[src/design/i488df_pkg.sv]
// shared types and constants of the ieee 488.2 block deframer
// register map, status codes, configuration and stage structs
// no dependencies
`timescale 1ns / 1ps

package i488df_pkg;

    // width of the block length counters, 8..30
    localparam int LENGTH_BITS = 30;
    localparam int FRAME_BITS  = 30;
    localparam int ADDR_BITS   = 5;

    // register indexes, byte address is 4 times the index
    localparam logic [2:0] REG_BLOCK_FORMAT = 3'd0;
    localparam logic [2:0] REG_FRAME_BYTES  = 3'd1;
    localparam logic [2:0] REG_LIVE_DISCARD = 3'd2;
    localparam logic [2:0] REG_NEW_PROTOCOL = 3'd3;
    localparam logic [2:0] REG_VERT_REF     = 3'd4;
    localparam logic [2:0] REG_GAIN         = 3'd5;
    localparam logic [2:0] REG_OFFSET       = 3'd6;

    // result status codes
    localparam logic [1:0] STATUS_DATA       = 2'd0;
    localparam logic [1:0] STATUS_BAD_HEADER = 2'd1;
    localparam logic [1:0] STATUS_SHORT      = 2'd2;

    typedef struct packed {
        logic                   block_format;
        logic [FRAME_BITS-1:0]  frame_bytes;
        logic                   live_discard;
        logic                   new_protocol;
        logic [7:0]             vert_ref;
        logic [23:0]            gain;
        logic signed [31:0]     offset;
    } cfg_t;

    // parser product (code-ref) or (128-code) * gain, before offset
    typedef struct packed {
        logic                valid;
        logic [7:0]          code;
        logic signed [32:0]  product;
        logic                last;
        logic [1:0]          status;
    } mid_t;

endpackage

[src/design/i488df_parser.sv]
// header parser and data byte scaling multiply of the block deframer
// holds the framing state and the middle pipeline register
// depends on i488df_pkg
`timescale 1ns / 1ps

module i488df_parser
    import i488df_pkg::*;
(
    input  logic        aclk,
    input  logic        aresetn,
    input  cfg_t        cfg,
    input  logic        in_valid,
    input  logic [7:0]  in_byte,
    input  logic        advance,
    output mid_t        mid
);

    localparam logic [2:0] PH_WAIT_HASH = 3'd0;
    localparam logic [2:0] PH_HUNT      = 3'd1;
    localparam logic [2:0] PH_COUNT     = 3'd2;
    localparam logic [2:0] PH_LENGTH    = 3'd3;
    localparam logic [2:0] PH_DATA      = 3'd4;
    localparam logic [2:0] PH_TRAILER   = 3'd5;
    localparam logic [2:0] PH_DISCARD   = 3'd6;

    localparam int ACC_BITS = LENGTH_BITS + 4;
    localparam logic [FRAME_BITS-1:0] LEN_MAX_F =
        FRAME_BITS'((64'd1 << LENGTH_BITS) - 64'd1);
    localparam logic [LENGTH_BITS-1:0] LEN_ONE = LENGTH_BITS'(1);

    localparam logic [7:0] CHAR_HASH = 8'h23;
    localparam logic [7:0] CHAR_ZERO = 8'h30;
    localparam logic [7:0] CHAR_ONE  = 8'h31;
    localparam logic [7:0] CHAR_NINE = 8'h39;

    logic [2:0]             phase_reg, phase_next;
    logic [3:0]             digits_left_reg, digits_left_next;
    logic [LENGTH_BITS-1:0] length_accum_reg, length_accum_next;
    logic [LENGTH_BITS-1:0] bytes_left_reg, bytes_left_next;
    mid_t                   mid_reg, mid_next;

    logic [7:0]             digit;
    logic [ACC_BITS-1:0]    acc;
    logic [LENGTH_BITS-1:0] raw_len;
    logic [LENGTH_BITS-1:0] len_now;
    logic [3:0]             digits_dec;
    logic signed [8:0]      diff;
    logic signed [32:0]     product;
    logic                   data_last;
    logic [LENGTH_BITS-1:0] data_left;

    assign digit = in_byte - CHAR_ZERO;
    assign acc   = {1'b0, length_accum_reg, 3'b000}
                   + {3'b000, length_accum_reg, 1'b0}
                   + {{(ACC_BITS-4){1'b0}}, digit[3:0]};
    assign len_now    = acc[LENGTH_BITS-1:0];
    assign digits_dec = (digits_left_reg != 4'd0) ? digits_left_reg - 4'd1 : 4'd0;

    always_comb begin
        if (cfg.frame_bytes == '0) begin
            raw_len = LEN_ONE;
        end else if (cfg.frame_bytes > LEN_MAX_F) begin
            raw_len = '1;
        end else begin
            raw_len = cfg.frame_bytes[LENGTH_BITS-1:0];
        end
    end

    // data byte handling shared by header and raw blocks
    always_comb begin
        logic [LENGTH_BITS-1:0] left;
        left = (phase_reg == PH_DATA) ? bytes_left_reg : raw_len;
        data_last = (left <= LEN_ONE);
        data_left = left - LEN_ONE;
    end

    always_comb begin
        if (cfg.new_protocol) begin
            diff = $signed({1'b0, in_byte}) - $signed({1'b0, cfg.vert_ref});
        end else begin
            diff = 9'sd128 - $signed({1'b0, in_byte});
        end
        product = 33'(diff) * $signed({9'b0, cfg.gain});
    end

    always_comb begin
        logic has_result;
        logic take_data;
        phase_next        = phase_reg;
        digits_left_next  = digits_left_reg;
        length_accum_next = length_accum_reg;
        bytes_left_next   = bytes_left_reg;
        has_result        = 1'b0;
        take_data         = 1'b0;
        mid_next.status   = STATUS_DATA;
        unique case (phase_reg)
            PH_COUNT: begin
                if (in_byte < CHAR_ONE || in_byte > CHAR_NINE) begin
                    has_result      = 1'b1;
                    mid_next.status = STATUS_BAD_HEADER;
                end else begin
                    digits_left_next  = digit[3:0];
                    length_accum_next = '0;
                    phase_next        = PH_LENGTH;
                end
            end
            PH_LENGTH: begin
                if (in_byte < CHAR_ZERO || in_byte > CHAR_NINE
                        || acc[ACC_BITS-1:LENGTH_BITS] != '0) begin
                    has_result      = 1'b1;
                    mid_next.status = STATUS_BAD_HEADER;
                end else if (digits_dec != 4'd0) begin
                    length_accum_next = len_now;
                    digits_left_next  = digits_dec;
                end else begin
                    // last length digit closes the header
                    digits_left_next  = 4'd0;
                    length_accum_next = '0;
                    if (cfg.live_discard
                            && FRAME_BITS'(len_now) < cfg.frame_bytes) begin
                        has_result      = 1'b1;
                        mid_next.status = STATUS_SHORT;
                        bytes_left_next = len_now;
                        phase_next      = (len_now != '0) ? PH_DISCARD : PH_TRAILER;
                    end else if (len_now == '0) begin
                        bytes_left_next = '0;
                        phase_next      = cfg.new_protocol ? PH_TRAILER : PH_WAIT_HASH;
                    end else begin
                        bytes_left_next = len_now;
                        phase_next      = PH_DATA;
                    end
                end
            end
            PH_DATA: begin
                take_data = 1'b1;
            end
            PH_TRAILER: begin
                phase_next = PH_WAIT_HASH;
            end
            PH_DISCARD: begin
                bytes_left_next = (bytes_left_reg != '0) ? bytes_left_reg - LEN_ONE : '0;
                if (bytes_left_next == '0) begin
                    phase_next = PH_TRAILER;
                end
            end
            default: begin
                // block start, waiting for hash or hunting
                if (!cfg.block_format) begin
                    take_data = 1'b1;
                end else if (in_byte == CHAR_HASH) begin
                    phase_next        = PH_COUNT;
                    digits_left_next  = 4'd0;
                    length_accum_next = '0;
                end else if (phase_reg != PH_HUNT) begin
                    has_result      = 1'b1;
                    mid_next.status = STATUS_BAD_HEADER;
                end
            end
        endcase

        if (has_result && mid_next.status == STATUS_BAD_HEADER) begin
            phase_next        = PH_HUNT;
            digits_left_next  = 4'd0;
            length_accum_next = '0;
        end

        if (take_data) begin
            has_result = 1'b1;
            if (data_last) begin
                bytes_left_next = '0;
                phase_next      = cfg.new_protocol ? PH_TRAILER : PH_WAIT_HASH;
            end else begin
                bytes_left_next = data_left;
                phase_next      = PH_DATA;
            end
        end

        mid_next.valid   = in_valid && has_result;
        mid_next.code    = take_data ? in_byte : 8'd0;
        mid_next.product = product;
        mid_next.last    = take_data && data_last;
    end

    always_ff @(posedge aclk) begin
        if (!aresetn) begin
            phase_reg        <= PH_WAIT_HASH;
            digits_left_reg  <= 4'd0;
            length_accum_reg <= '0;
            bytes_left_reg   <= '0;
            mid_reg.valid    <= 1'b0;
        end else if (advance) begin
            mid_reg.valid <= mid_next.valid;
            if (in_valid) begin
                phase_reg        <= phase_next;
                digits_left_reg  <= digits_left_next;
                length_accum_reg <= length_accum_next;
                bytes_left_reg   <= bytes_left_next;
            end
        end
        if (advance) begin
            mid_reg.code    <= mid_next.code;
            mid_reg.product <= mid_next.product;
            mid_reg.last    <= mid_next.last;
            mid_reg.status  <= mid_next.status;
        end
    end

    assign mid = mid_reg;

endmodule

[src/design/i488df_scaler.sv]
// offset subtract, saturation and output register of the block deframer
// depends on i488df_pkg
`timescale 1ns / 1ps

module i488df_scaler
    import i488df_pkg::*;
(
    input  logic         aclk,
    input  logic         aresetn,
    input  logic signed [31:0] offset,
    input  mid_t         mid,
    input  logic         advance,
    output logic         m_tvalid,
    output logic [39:0]  m_tdata,
    output logic         m_tlast,
    output logic [1:0]   m_tuser
);

    localparam logic signed [33:0] SAT_MAX = 34'sd2147483647;
    localparam logic signed [33:0] SAT_MIN = -34'sd2147483648;

    logic               valid_reg;
    logic [39:0]        data_reg, data_next;
    logic               last_reg;
    logic [1:0]         user_reg;
    logic signed [33:0] wide;
    logic signed [31:0] value;

    assign wide = 34'(mid.product) - 34'(offset);

    always_comb begin
        if (mid.status != STATUS_DATA) begin
            value = 32'sd0;
        end else if (wide > SAT_MAX) begin
            value = SAT_MAX[31:0];
        end else if (wide < SAT_MIN) begin
            value = SAT_MIN[31:0];
        end else begin
            value = wide[31:0];
        end
        data_next = {value, mid.code};
    end

    always_ff @(posedge aclk) begin
        if (!aresetn) begin
            valid_reg <= 1'b0;
        end else if (advance) begin
            valid_reg <= mid.valid;
        end
    end

    always_ff @(posedge aclk) begin
        if (advance) begin
            data_reg <= data_next;
            last_reg <= mid.last;
            user_reg <= mid.status;
        end
    end

    assign m_tvalid = valid_reg;
    assign m_tdata  = data_reg;
    assign m_tlast  = last_reg;
    assign m_tuser  = user_reg;

endmodule

[src/design/ieee488_block_deframer.sv]
// top level of the ieee 488.2 definite-length block deframer
// register port, input register and the two processing stages
// depends on i488df_pkg, i488df_parser, i488df_scaler
`timescale 1ns / 1ps

// Deframes IEEE 488.2 definite-length arbitrary blocks from a byte stream
// ('#', a count digit 1-9, that many decimal length digits, then the data
// bytes, plus one dropped trailer byte with new_protocol set) and turns each
// data byte into a result holding the raw code and a saturated Q16.16
// voltage. With block_format cleared every frame_bytes bytes form a block
// with no header. A malformed header gives one result with status 1 and the
// deframer then skips up to the next '#'; with live_discard set a block
// shorter than frame_bytes gives one status 2 result and its bytes are
// swallowed. The block takes one byte per clock, back to back, while the result
// side is not stalled: a byte goes through an input register, the parser stage
// (framing state update and the code times gain multiply) and the scaler stage
// (offset subtract and saturation into the output register) before its result
// shows on m_tvalid, and bytes that give no result simply vanish.
// Stalls on the result side back up stage by stage, so empty stages keep
// taking bytes while a result waits. The user must write the registers through
// the register port only while the stream is idle; the block does not enforce it.

module ieee488_block_deframer
    import i488df_pkg::*;
(
    input  logic                 aclk,
    input  logic                 aresetn,

    // input stream, s_tdata: rx_byte [7:0]
    input  logic                 s_tvalid,
    output logic                 s_tready,
    input  logic [7:0]           s_tdata,

    // result stream, m_tdata: sample_code [7:0], sample_value [39:8]
    // m_tlast: last_in_block, m_tuser: status [1:0]
    output logic                 m_tvalid,
    input  logic                 m_tready,
    output logic [39:0]          m_tdata,
    output logic                 m_tlast,
    output logic [1:0]           m_tuser,

    // register port
    input  logic                 psel,
    input  logic                 penable,
    input  logic                 pwrite,
    input  logic [ADDR_BITS-1:0] paddr,
    input  logic [31:0]          pwdata,
    output logic [31:0]          prdata,
    output logic                 pready
);

    cfg_t       cfg_reg;
    logic       in_valid_reg;
    logic [7:0] in_byte_reg;
    mid_t       mid;
    logic       out_ok;
    logic       mid_ok;
    logic       in_ok;
    logic       cfg_write;
    logic [2:0] reg_index;

    // handshake chain, each stage moves when the one after it has room
    assign out_ok   = !m_tvalid || m_tready;
    assign mid_ok   = !mid.valid || out_ok;
    assign in_ok    = !in_valid_reg || mid_ok;
    assign s_tready = in_ok;

    // register write at the access cycle
    assign pready    = 1'b1;
    assign reg_index = paddr[4:2];
    assign cfg_write = psel && penable && pwrite && pready;

    always_ff @(posedge aclk) begin
        if (!aresetn) begin
            cfg_reg.block_format <= 1'b1;
            cfg_reg.frame_bytes  <= FRAME_BITS'(1400);
            cfg_reg.live_discard <= 1'b0;
            cfg_reg.new_protocol <= 1'b1;
            cfg_reg.vert_ref     <= 8'd127;
            cfg_reg.gain         <= 24'd65536;
            cfg_reg.offset       <= 32'sd0;
        end else if (cfg_write) begin
            unique case (reg_index)
                REG_BLOCK_FORMAT: cfg_reg.block_format <= pwdata[0];
                REG_FRAME_BYTES:  cfg_reg.frame_bytes  <= pwdata[FRAME_BITS-1:0];
                REG_LIVE_DISCARD: cfg_reg.live_discard <= pwdata[0];
                REG_NEW_PROTOCOL: cfg_reg.new_protocol <= pwdata[0];
                REG_VERT_REF:     cfg_reg.vert_ref     <= pwdata[7:0];
                REG_GAIN:         cfg_reg.gain         <= pwdata[23:0];
                REG_OFFSET:       cfg_reg.offset       <= $signed(pwdata);
                default: begin
                    // address beyond the register map, write ignored
                end
            endcase
        end
    end

    // register readback
    always_comb begin
        unique case (reg_index)
            REG_BLOCK_FORMAT: prdata = {31'd0, cfg_reg.block_format};
            REG_FRAME_BYTES:  prdata = {{(32-FRAME_BITS){1'b0}}, cfg_reg.frame_bytes};
            REG_LIVE_DISCARD: prdata = {31'd0, cfg_reg.live_discard};
            REG_NEW_PROTOCOL: prdata = {31'd0, cfg_reg.new_protocol};
            REG_VERT_REF:     prdata = {24'd0, cfg_reg.vert_ref};
            REG_GAIN:         prdata = {8'd0, cfg_reg.gain};
            REG_OFFSET:       prdata = cfg_reg.offset;
            default:          prdata = 32'd0;
        endcase
    end

    // input register
    always_ff @(posedge aclk) begin
        if (!aresetn) begin
            in_valid_reg <= 1'b0;
        end else if (in_ok) begin
            in_valid_reg <= s_tvalid;
        end
    end

    always_ff @(posedge aclk) begin
        if (in_ok) begin
            in_byte_reg <= s_tdata;
        end
    end

    // framing state and multiply
    i488df_parser u_parser (
        .aclk     (aclk),
        .aresetn  (aresetn),
        .cfg      (cfg_reg),
        .in_valid (in_valid_reg),
        .in_byte  (in_byte_reg),
        .advance  (mid_ok),
        .mid      (mid)
    );

    // offset, saturation and result register
    i488df_scaler u_scaler (
        .aclk     (aclk),
        .aresetn  (aresetn),
        .offset   (cfg_reg.offset),
        .mid      (mid),
        .advance  (out_ok),
        .m_tvalid (m_tvalid),
        .m_tdata  (m_tdata),
        .m_tlast  (m_tlast),
        .m_tuser  (m_tuser)
    );

endmodule

[config.mk]
export PLATFORM = sky130hd
export DESIGN_NAME = ieee488_block_deframer
export DESIGN_NICKNAME = d
export VERILOG_FILES = /design/src/design/i488df_pkg.sv /design/src/design/i488df_parser.sv /design/src/design/i488df_scaler.sv /design/src/design/ieee488_block_deframer.sv
export SDC_FILE = /design/constraint.sdc
export NUM_CORES = 1
export LEC_CHECK = 0
export BUFFER_PORTS_ARGS = -buffer_cell sky130_fd_sc_hd__buf_4
export CAP_MARGIN = 20
export CORE_ASPECT_RATIO = 0.75
export CORE_MARGIN = 2
export CORE_UTILIZATION = 64
export DETAILED_ROUTE_END_ITERATION = 12
export HOLD_SLACK_MARGIN = 0.03
export MAX_ROUTING_LAYER = met4
export PLACE_DENSITY = 0.95
export SKIP_LAST_GASP = 1
export SLEW_MARGIN = 20
export SYNTH_ARGS = -nofsm -noshare
export SYNTH_HDL_FRONTEND = slang
export SYNTH_SLANG_ARGS = --single-unit
[constraint.sdc]
create_clock -name aclk -period 9.96 [get_ports aclk]
set_input_delay 1.494 -clock aclk [delete_from_list [all_inputs] [get_ports aclk]]
set_output_delay 1.494 -clock aclk [all_outputs]
set_load 0.02 [all_outputs]
==> results of run 1 <==
## synth_stat cells (5+ instances only)
library cell | number | area [um^2]
a211o_1 | 5 | 43.8
a211oi_1 | 25 | 188
a21o_1 | 36 | 270
a21oi_1 | 253 | 1270
a22o_1 | 42 | 368
a22oi_1 | 19 | 143
a31oi_1 | 20 | 125
a41oi_1 | 9 | 78.8
and2_1 | 95 | 594
and3_1 | 11 | 68.8
buf_1 | 9 | 33.8
buf_2 | 5 | 25.0
clkbuf_1 | 153 | 574
dfxtp_1 | 167 | 3340
edfxtp_1 | 95 | 2850
fa_1 | 159 | 3180
ha_1 | 216 | 2700
inv_1 | 233 | 875
mux2i_1 | 11 | 110
nand2_1 | 454 | 1700
nand2b_1 | 24 | 150
nand3_1 | 91 | 455
nand3b_1 | 6 | 45.0
nand4_1 | 17 | 106
nor2_1 | 159 | 597
nor2b_1 | 16 | 100
nor3_1 | 61 | 305
nor3b_1 | 8 | 60.1
nor4_1 | 15 | 93.8
o211ai_1 | 25 | 188
o21a_1 | 14 | 105
o21ai_0 | 137 | 686
o21ai_1 | 5 | 25.0
o21bai_1 | 18 | 135
o22ai_1 | 31 | 194
o31ai_1 | 15 | 113
or2_2 | 35 | 219
or3_1 | 10 | 62.6
or4_1 | 6 | 45.0
xnor2_1 | 90 | 788
xor2_1 | 55 | 482
## worst min path at each step
stage | start | end | slack [ns] | depth (start not counted)
after floorplan | u_parser.mid[36] | u_scaler.m_tdata[0] | 0.40 | 0
after global placement | u_parser.mid[39] | u_scaler.m_tdata[3] | 0.41 | 0
after detailed placement | u_parser.mid[2] | u_scaler.m_tlast | 0.41 | 0
after CTS | u_parser.mid[2] | u_scaler.m_tlast | 0.43 | 0
after global routing | u_parser.mid[2] | u_scaler.m_tlast | 0.44 | 0
final | u_parser.mid[2] | u_scaler.m_tlast | 0.42 | 0
## worst reg2reg max path, delay by kind of cell, from the launching register on
| kind | cells | cell delay (ns) |
|---|---|---|
| xor+xnor | 1 | 0.14 |
| flops | 1 | 0.65 |
| fa+ha+maj | 8 | 3.59 |
| buf+inv | 5 | 0.45 |
| simple gates | 5 | 0.56 |
| compound gates | 12 | 3.56 |
## cell families (layout without fill, tap and decap cells)
group | count (synthesis) | in the layout | share of synthesized area (%)
AO/OA/AOI/OAI | 699 | 699 | 18.0
XOR/XNOR | 145 | 145 | 5.25
adder cells (fa/ha/maj) | 375 | 375 | 24.3
buffers and inverters | 404 | 455 | 6.35
flip-flops | 262 | 262 | 25.6
multiplexers | 14 | 14 | 0.595
other | 1 | 5 | 0.0155
AND/OR/NAND/NOR | 1029 | 1029 | 19.8
## final cells by class
cell class                      count  area share (%)
Sequential cell                   262            23.4
Clock inverter                     15           0.651
Inverter                          233            3.31
Tap cell                          504            2.38
Clock buffer                       38            3.21
Antenna cell                        4          0.0377
Multi-Input combinational cell   2263            62.3
Timing Repair Buffer              169            4.78
## layer usage
| layer | part of all wire (%) | vias to the layer above | global-route usage (%) | wire [um] |
|---|---|---|---|---|
| met1 | 40 | 11000 | 54.6 | 31200 |
| met4 | 4.6 | 0 | 16.7 | 3590 |
| met2 | 43 | 1644 | 60.2 | 33400 |
| met3 | 13 | 273 | 7.24 | 10300 |
| met5 | 0 | - | - | 0 |
| li1 | - | 10100 | - | - |
## where the power goes
part / switching (W) / internal [W]
combinational: 0.000650 / 0.000382
sequential: 0.0000435 / 0.00122
clock: 0.000500 / 0.000682
## per-stage QoR
stage               cell area [um^2]  util [%]  hold WS, ns  std cells
global placement               25500      68.5        0.413       3431
global route                   26500      71.4        0.441       3488
detailed placement             25500      68.5        0.412       3431
CTS                            26500      71.3        0.428       3484
finish                         26500      71.4        0.424       3488
floorplan                      24200         -        0.400       2929
==> qor.txt, run 1 <==
H-tree depth - 1
Clk root buf - clkbuf_16
Synth Instances - 2929
First-pass GRT wire length - 121000 um
Post-synthesis net count - 3356
Period utilisation layout - 92.1%
Sequential cell area - 6200 um^2
VDD IR-drop max - 0.000117 V
Crit path max-delay family - adder cells
Area taken by multi-input logic gates - 16500 um^2
R2R Setup Slk - 0.79 ns
Vias per Instance - 6.61
Worst R2R Path Depth - 31
Fin. max-slew vios - 0
Fin Clk Skew - 0.00943 ns
Mean post-synth cell area - 8.26 um^2
Arr. time, crit path - 9.50 ns
Die width - 229 um
WP depth - 31
Clock sink count - 262
# port buffers - 126
Core ar. - 37200 um^2
End of the critical path - u_parser.mid[34]
TritonCTS clock tree - done
Min-Delay Path Class - flop to flop
Number of library cell types mapped by synthesis - 90
CTS Hold Bufs - 0
Status - complete, no violations
Total grt overflow - 0
Power per cell area - 131 nW/um^2
I/O pins - 130
Vias in the first global route - 22000
Pleak - 11.7 nW
Register area share after synthesis - 25.6%
Post-Syn Area - 24200 um^2
Critical Path Fanout Max - 24
Ys async rst share - 0%
# Post-CTS Setup Buffers - 0
CP dominant cell by count - fa_1
WL/cell - 22.5 um
Final Hold Viols - 0
Post-route ant nets - 0
# Max-Cap Violations - 0
Largest net degree at the start of global routing - 83
Worst EP required - 10.29 ns
CP peak stage delay - 0.87 ns
Commonest non-fill, non-tap cells in the layout - nand2_1 (453), a21oi_1 (251), inv_1 (231), ha_1 (216), buf_4 (169)
RSZ-0062 raised after global routing - no
Setup TNS - 0 ns
Startpoint type of the worst setup path - flop
Initial Util - 65.1%
CTS Buf Count - 29
Worst slack at placement - 1.06 ns
Fillers - 2714
Clock Pin Slew Worst Setup and Hold Paths - 0.06 ns
Initial antenna violation count - 4
Area growth, synth to finish - 9.62%
Wirelength, routed - 78500 um
Worst Slack Setup Final - 0.788 ns
Max Clock Freq - 109 MHz
Share of cells above drive strength 1 - 9.60%
Final Critical Period - 9.17 ns
Power Total - 0.00347 W
Cell row count - 61
Post-CTS sizing - 0
Number of flip-flops under the largest register name - 97
Worst setup EP type - flop
Clock Tree Buf Depth - 3
Ys flop type - dfxtp_1
Clk Latency, worst-skew pair - 0.59 ns
Crit path from - in_byte_reg[0]
Buf/Inv on CP - 5
Gr usage total - 40.4%
Die height - 172 um
Commonest non-fill, non-tap cell in the layout - nand2_1
Post-synth EDFFs - 95
Slew HR - 23.0%
Final setup violation count - 0
Synth warn - 0
# DRC - 0
Critical path class - flop to flop
Routed vias - 23100
Iteration-0 DRC Markers - 3192
HPWL Detailed - 58500 um
Die ar. - 39400 um^2
Synthesized flop and latch total - 262
Worst Max-Slew Pin Slew - 1.14 ns
Slowest cell on the critical path - o21a_1
Gp weighted congestion - 1.04
R2R Path Start - in_byte_reg[0]
Detailed Routing Iterations Pass 1 - 8
Reg-to-reg endpoint - u_parser.mid[34]
Fin nets - 3385
Power figures use the tool's default switching activity.
==> inputs of run 2 (changes only) <==
Settings changed: CTS_BUF_LIST set to sky130_fd_sc_hd__clkbuf_8.
==> run 2 against run 1 <==
  * Die area unchanged
  * Maximum frequency increased by 0.82%
  * Combinational power about the same
  * First-iteration DRC count increased by 6.0%
  * Flip-flop and latch count unchanged
  * Non-clock buffer count unchanged
  * Cell area decreased by 0.44%
  * Critical path depth increased by 3
  * Total power decreased by 4.4%
  * Critical endpoint is now u_parser.mid[35]
==> qor.txt, run 2 (synthesized netlist as in run 1, its figures left out) <==
Vias in the first global route - 22100 (+0.39%)
WL/cell - 22.2 um (-1.4%)
Final setup violation count - 0 (unchanged)
Cell row count - 61 (unchanged)
CP peak stage delay - 0.88 ns (about the same)
TritonCTS clock tree - done
Placed Cells - 3431 (unchanged)
I/O pins - 130 (unchanged)
Die width - 229 um (unchanged)
Clock share of power - 31.2% (-2.8 points)
Critical Path Fanout Max - 26 (+8.3%)
CP dominant cell by count - fa_1
Setup TNS - 0 ns (unchanged)
Area taken by multi-input logic gates - 16500 um^2 (unchanged)
Fin nets - 3401 (+0.47%)
RSZ-0062 raised after global routing - no
Worst EP required - 10.31 ns (+0.02 ns)
Worst Slack Setup Final - 0.863 ns (+0.0749 ns)
Min-Delay Path Class - flop to flop
Wirelength, routed - 78000 um (-0.67%)
Initial Util - 65.1% (unchanged)
Largest net degree at the start of global routing - 83 (unchanged)
Clk root buf - clkbuf_8
Clock sink count - 262 (unchanged)
Final Critical Period - 9.10 ns (-0.0749 ns)
Power per cell area - 126 nW/um^2 (-4.0%)
Clk Latency, worst-skew pair - 0.61 ns (+0.02 ns)
First-pass GRT wire length - 121000 um (about the same)
Post-layout util - 71.0% (-0.31 points)
Initial antenna violation count - 3 (-1)
Share of cells above drive strength 1 - 10.0% (+0.45 points)
Power Total - 0.00332 W (-4.4%)
CTS Buf Count - 45 (+55%)
Period utilisation layout - 91.3% (-0.75 points)
Max Clock Freq - 110 MHz (+0.82%)
Detailed Routing Iterations Pass 1 - 6 (-2)
Worst setup EP type - flop
Sequential cell area - 6200 um^2 (unchanged)
VDD IR-drop max - 0.0000896 V (-23%)
# Post-CTS Setup Buffers - 0 (unchanged)
Startpoint type of the worst setup path - flop
Slew HR - 21.6% (-1.5 points)
Fin. max-slew vios - 0 (unchanged)
Number of flip-flops under the largest register name - 97 (unchanged)
Fin cells - 3513 (+0.72%)
Commonest non-fill, non-tap cell in the layout - nand2_1
Commonest non-fill, non-tap cells in the layout - nand2_1 (453), a21oi_1 (251), inv_1 (242), ha_1 (216), buf_4 (169)
Total grt overflow - 0 (unchanged)
Core ar. - 37200 um^2 (unchanged)
# DRC - 0 (unchanged)
Post-CTS sizing - 0 (unchanged)
Pleak - 11.7 nW (+0.11%)
# port buffers - 126 (unchanged)
Clock Pin Slew Worst Setup and Hold Paths - 0.07 ns (about the same)
Fillers - 2729 (+0.55%)
Die height - 172 um (unchanged)
Sw frac - 35.3% (+0.98 points)
Final Hold Viols - 0 (unchanged)
CTS Hold Bufs - 0 (unchanged)
Clock Tree Buf Depth - 3 (unchanged)
Routed vias - 23000 (-0.039%)
Worst slack at placement - 1.06 ns (unchanged)
Gp weighted congestion - 1.04 (unchanged)
Sw Pwr - 0.00117 W (-1.7%)
Post-route ant nets - 0 (unchanged)
HPWL Detailed - 58500 um (unchanged)
Status - complete, no violations
Critical path class - flop to flop
Total internal power - 0.00215 W (-5.8%)
Vias per Instance - 6.56 (-0.75%)
Worst Max-Slew Pin Slew - 1.18 ns (+0.0376 ns)
Slowest cell on the critical path - o31ai_1
Gr usage total - 40.4% (about the same)
Arr. time, crit path - 9.45 ns (-0.05 ns)
Die ar. - 39400 um^2 (unchanged)
Comb pwr share - 30.9% (+1.2 points)
H-tree depth - 2 (+1)
Reg power frac - 37.9% (+1.6 points)
Iteration-0 DRC Markers - 3384 (+6.0%)
Area growth, synth to finish - 9.14%
# Max-Cap Violations - 0 (unchanged)
Fin Clk Skew - 0.0350 ns (+0.0256 ns)
## run 2: path summary, 6_finish.rpt
path / end / cells past startpoint / slack (ns) / startpoint
max: u_parser.mid[35] / 34 / 0.86 / in_byte_reg[0]
max reg2reg: u_parser.mid[35] / 34 / 0.86 / in_byte_reg[0]
min: u_scaler.m_tdata[3] / 0 / 0.43 / u_parser.mid[39]
min reg2reg: u_scaler.m_tdata[3] / 0 / 0.43 / u_parser.mid[39]
## run 2: power by group through the flow
| stage | registers [W] | clock network [W] | logic, W |
|---|---|---|---|
| floorplan | 0.00133 | 0 | 0.000619 |
| global placement | 0.00128 | 0 | 0.000935 |
| detailed placement | 0.00128 | 0 | 0.000987 |
| CTS | 0.00126 | 0.00104 | 0.000995 |
| global route | 0.00127 | 0.00108 | 0.00110 |
| finish | 0.00126 | 0.00104 | 0.00102 |
## run 2: layer usage
metal,up-vias,share of wire (%),track usage [%]
met5,-,0,-
met4,0,4.5,18.0
met3,263,13,8.39
met2,1648,42,59.4
met1,11000,40,54.0
li1,10200,-,-
## run 2: area by class of cell
| class | count | share of cell area [%] |
|---|---|---|
| tap | 504 | 2.39 |
| clock inverter | 24 | 0.583 |
| sequential | 262 | 23.5 |
| timing repair buffer | 169 | 4.80 |
| multi-input combinational | 2263 | 62.5 |
| clock buffer | 55 | 2.87 |
| antenna | 3 | 0.0284 |
| inverter | 233 | 3.32 |
## run 2: critical path, delay by kind of cell, from the launching register on
kind / cells / cell delay [ns]
xor+xnor: 1 / 0.09
compound gates: 12 / 2.92
simple gates: 8 / 1.24
flops: 1 / 0.60
buf+inv: 5 / 0.68
fa+ha+maj: 8 / 3.32
## run 2: per-stage QoR
step / hold slack (ns) / instance area (um^2)
3_5_place_dp: 0.412 / 25500
3_3_place_gp: 0.413 / 25500
6_report: 0.429 / 26400
5_1_grt: 0.451 / 26400
2_1_floorplan: 0.400 / 24200
4_1_cts: 0.432 / 26400
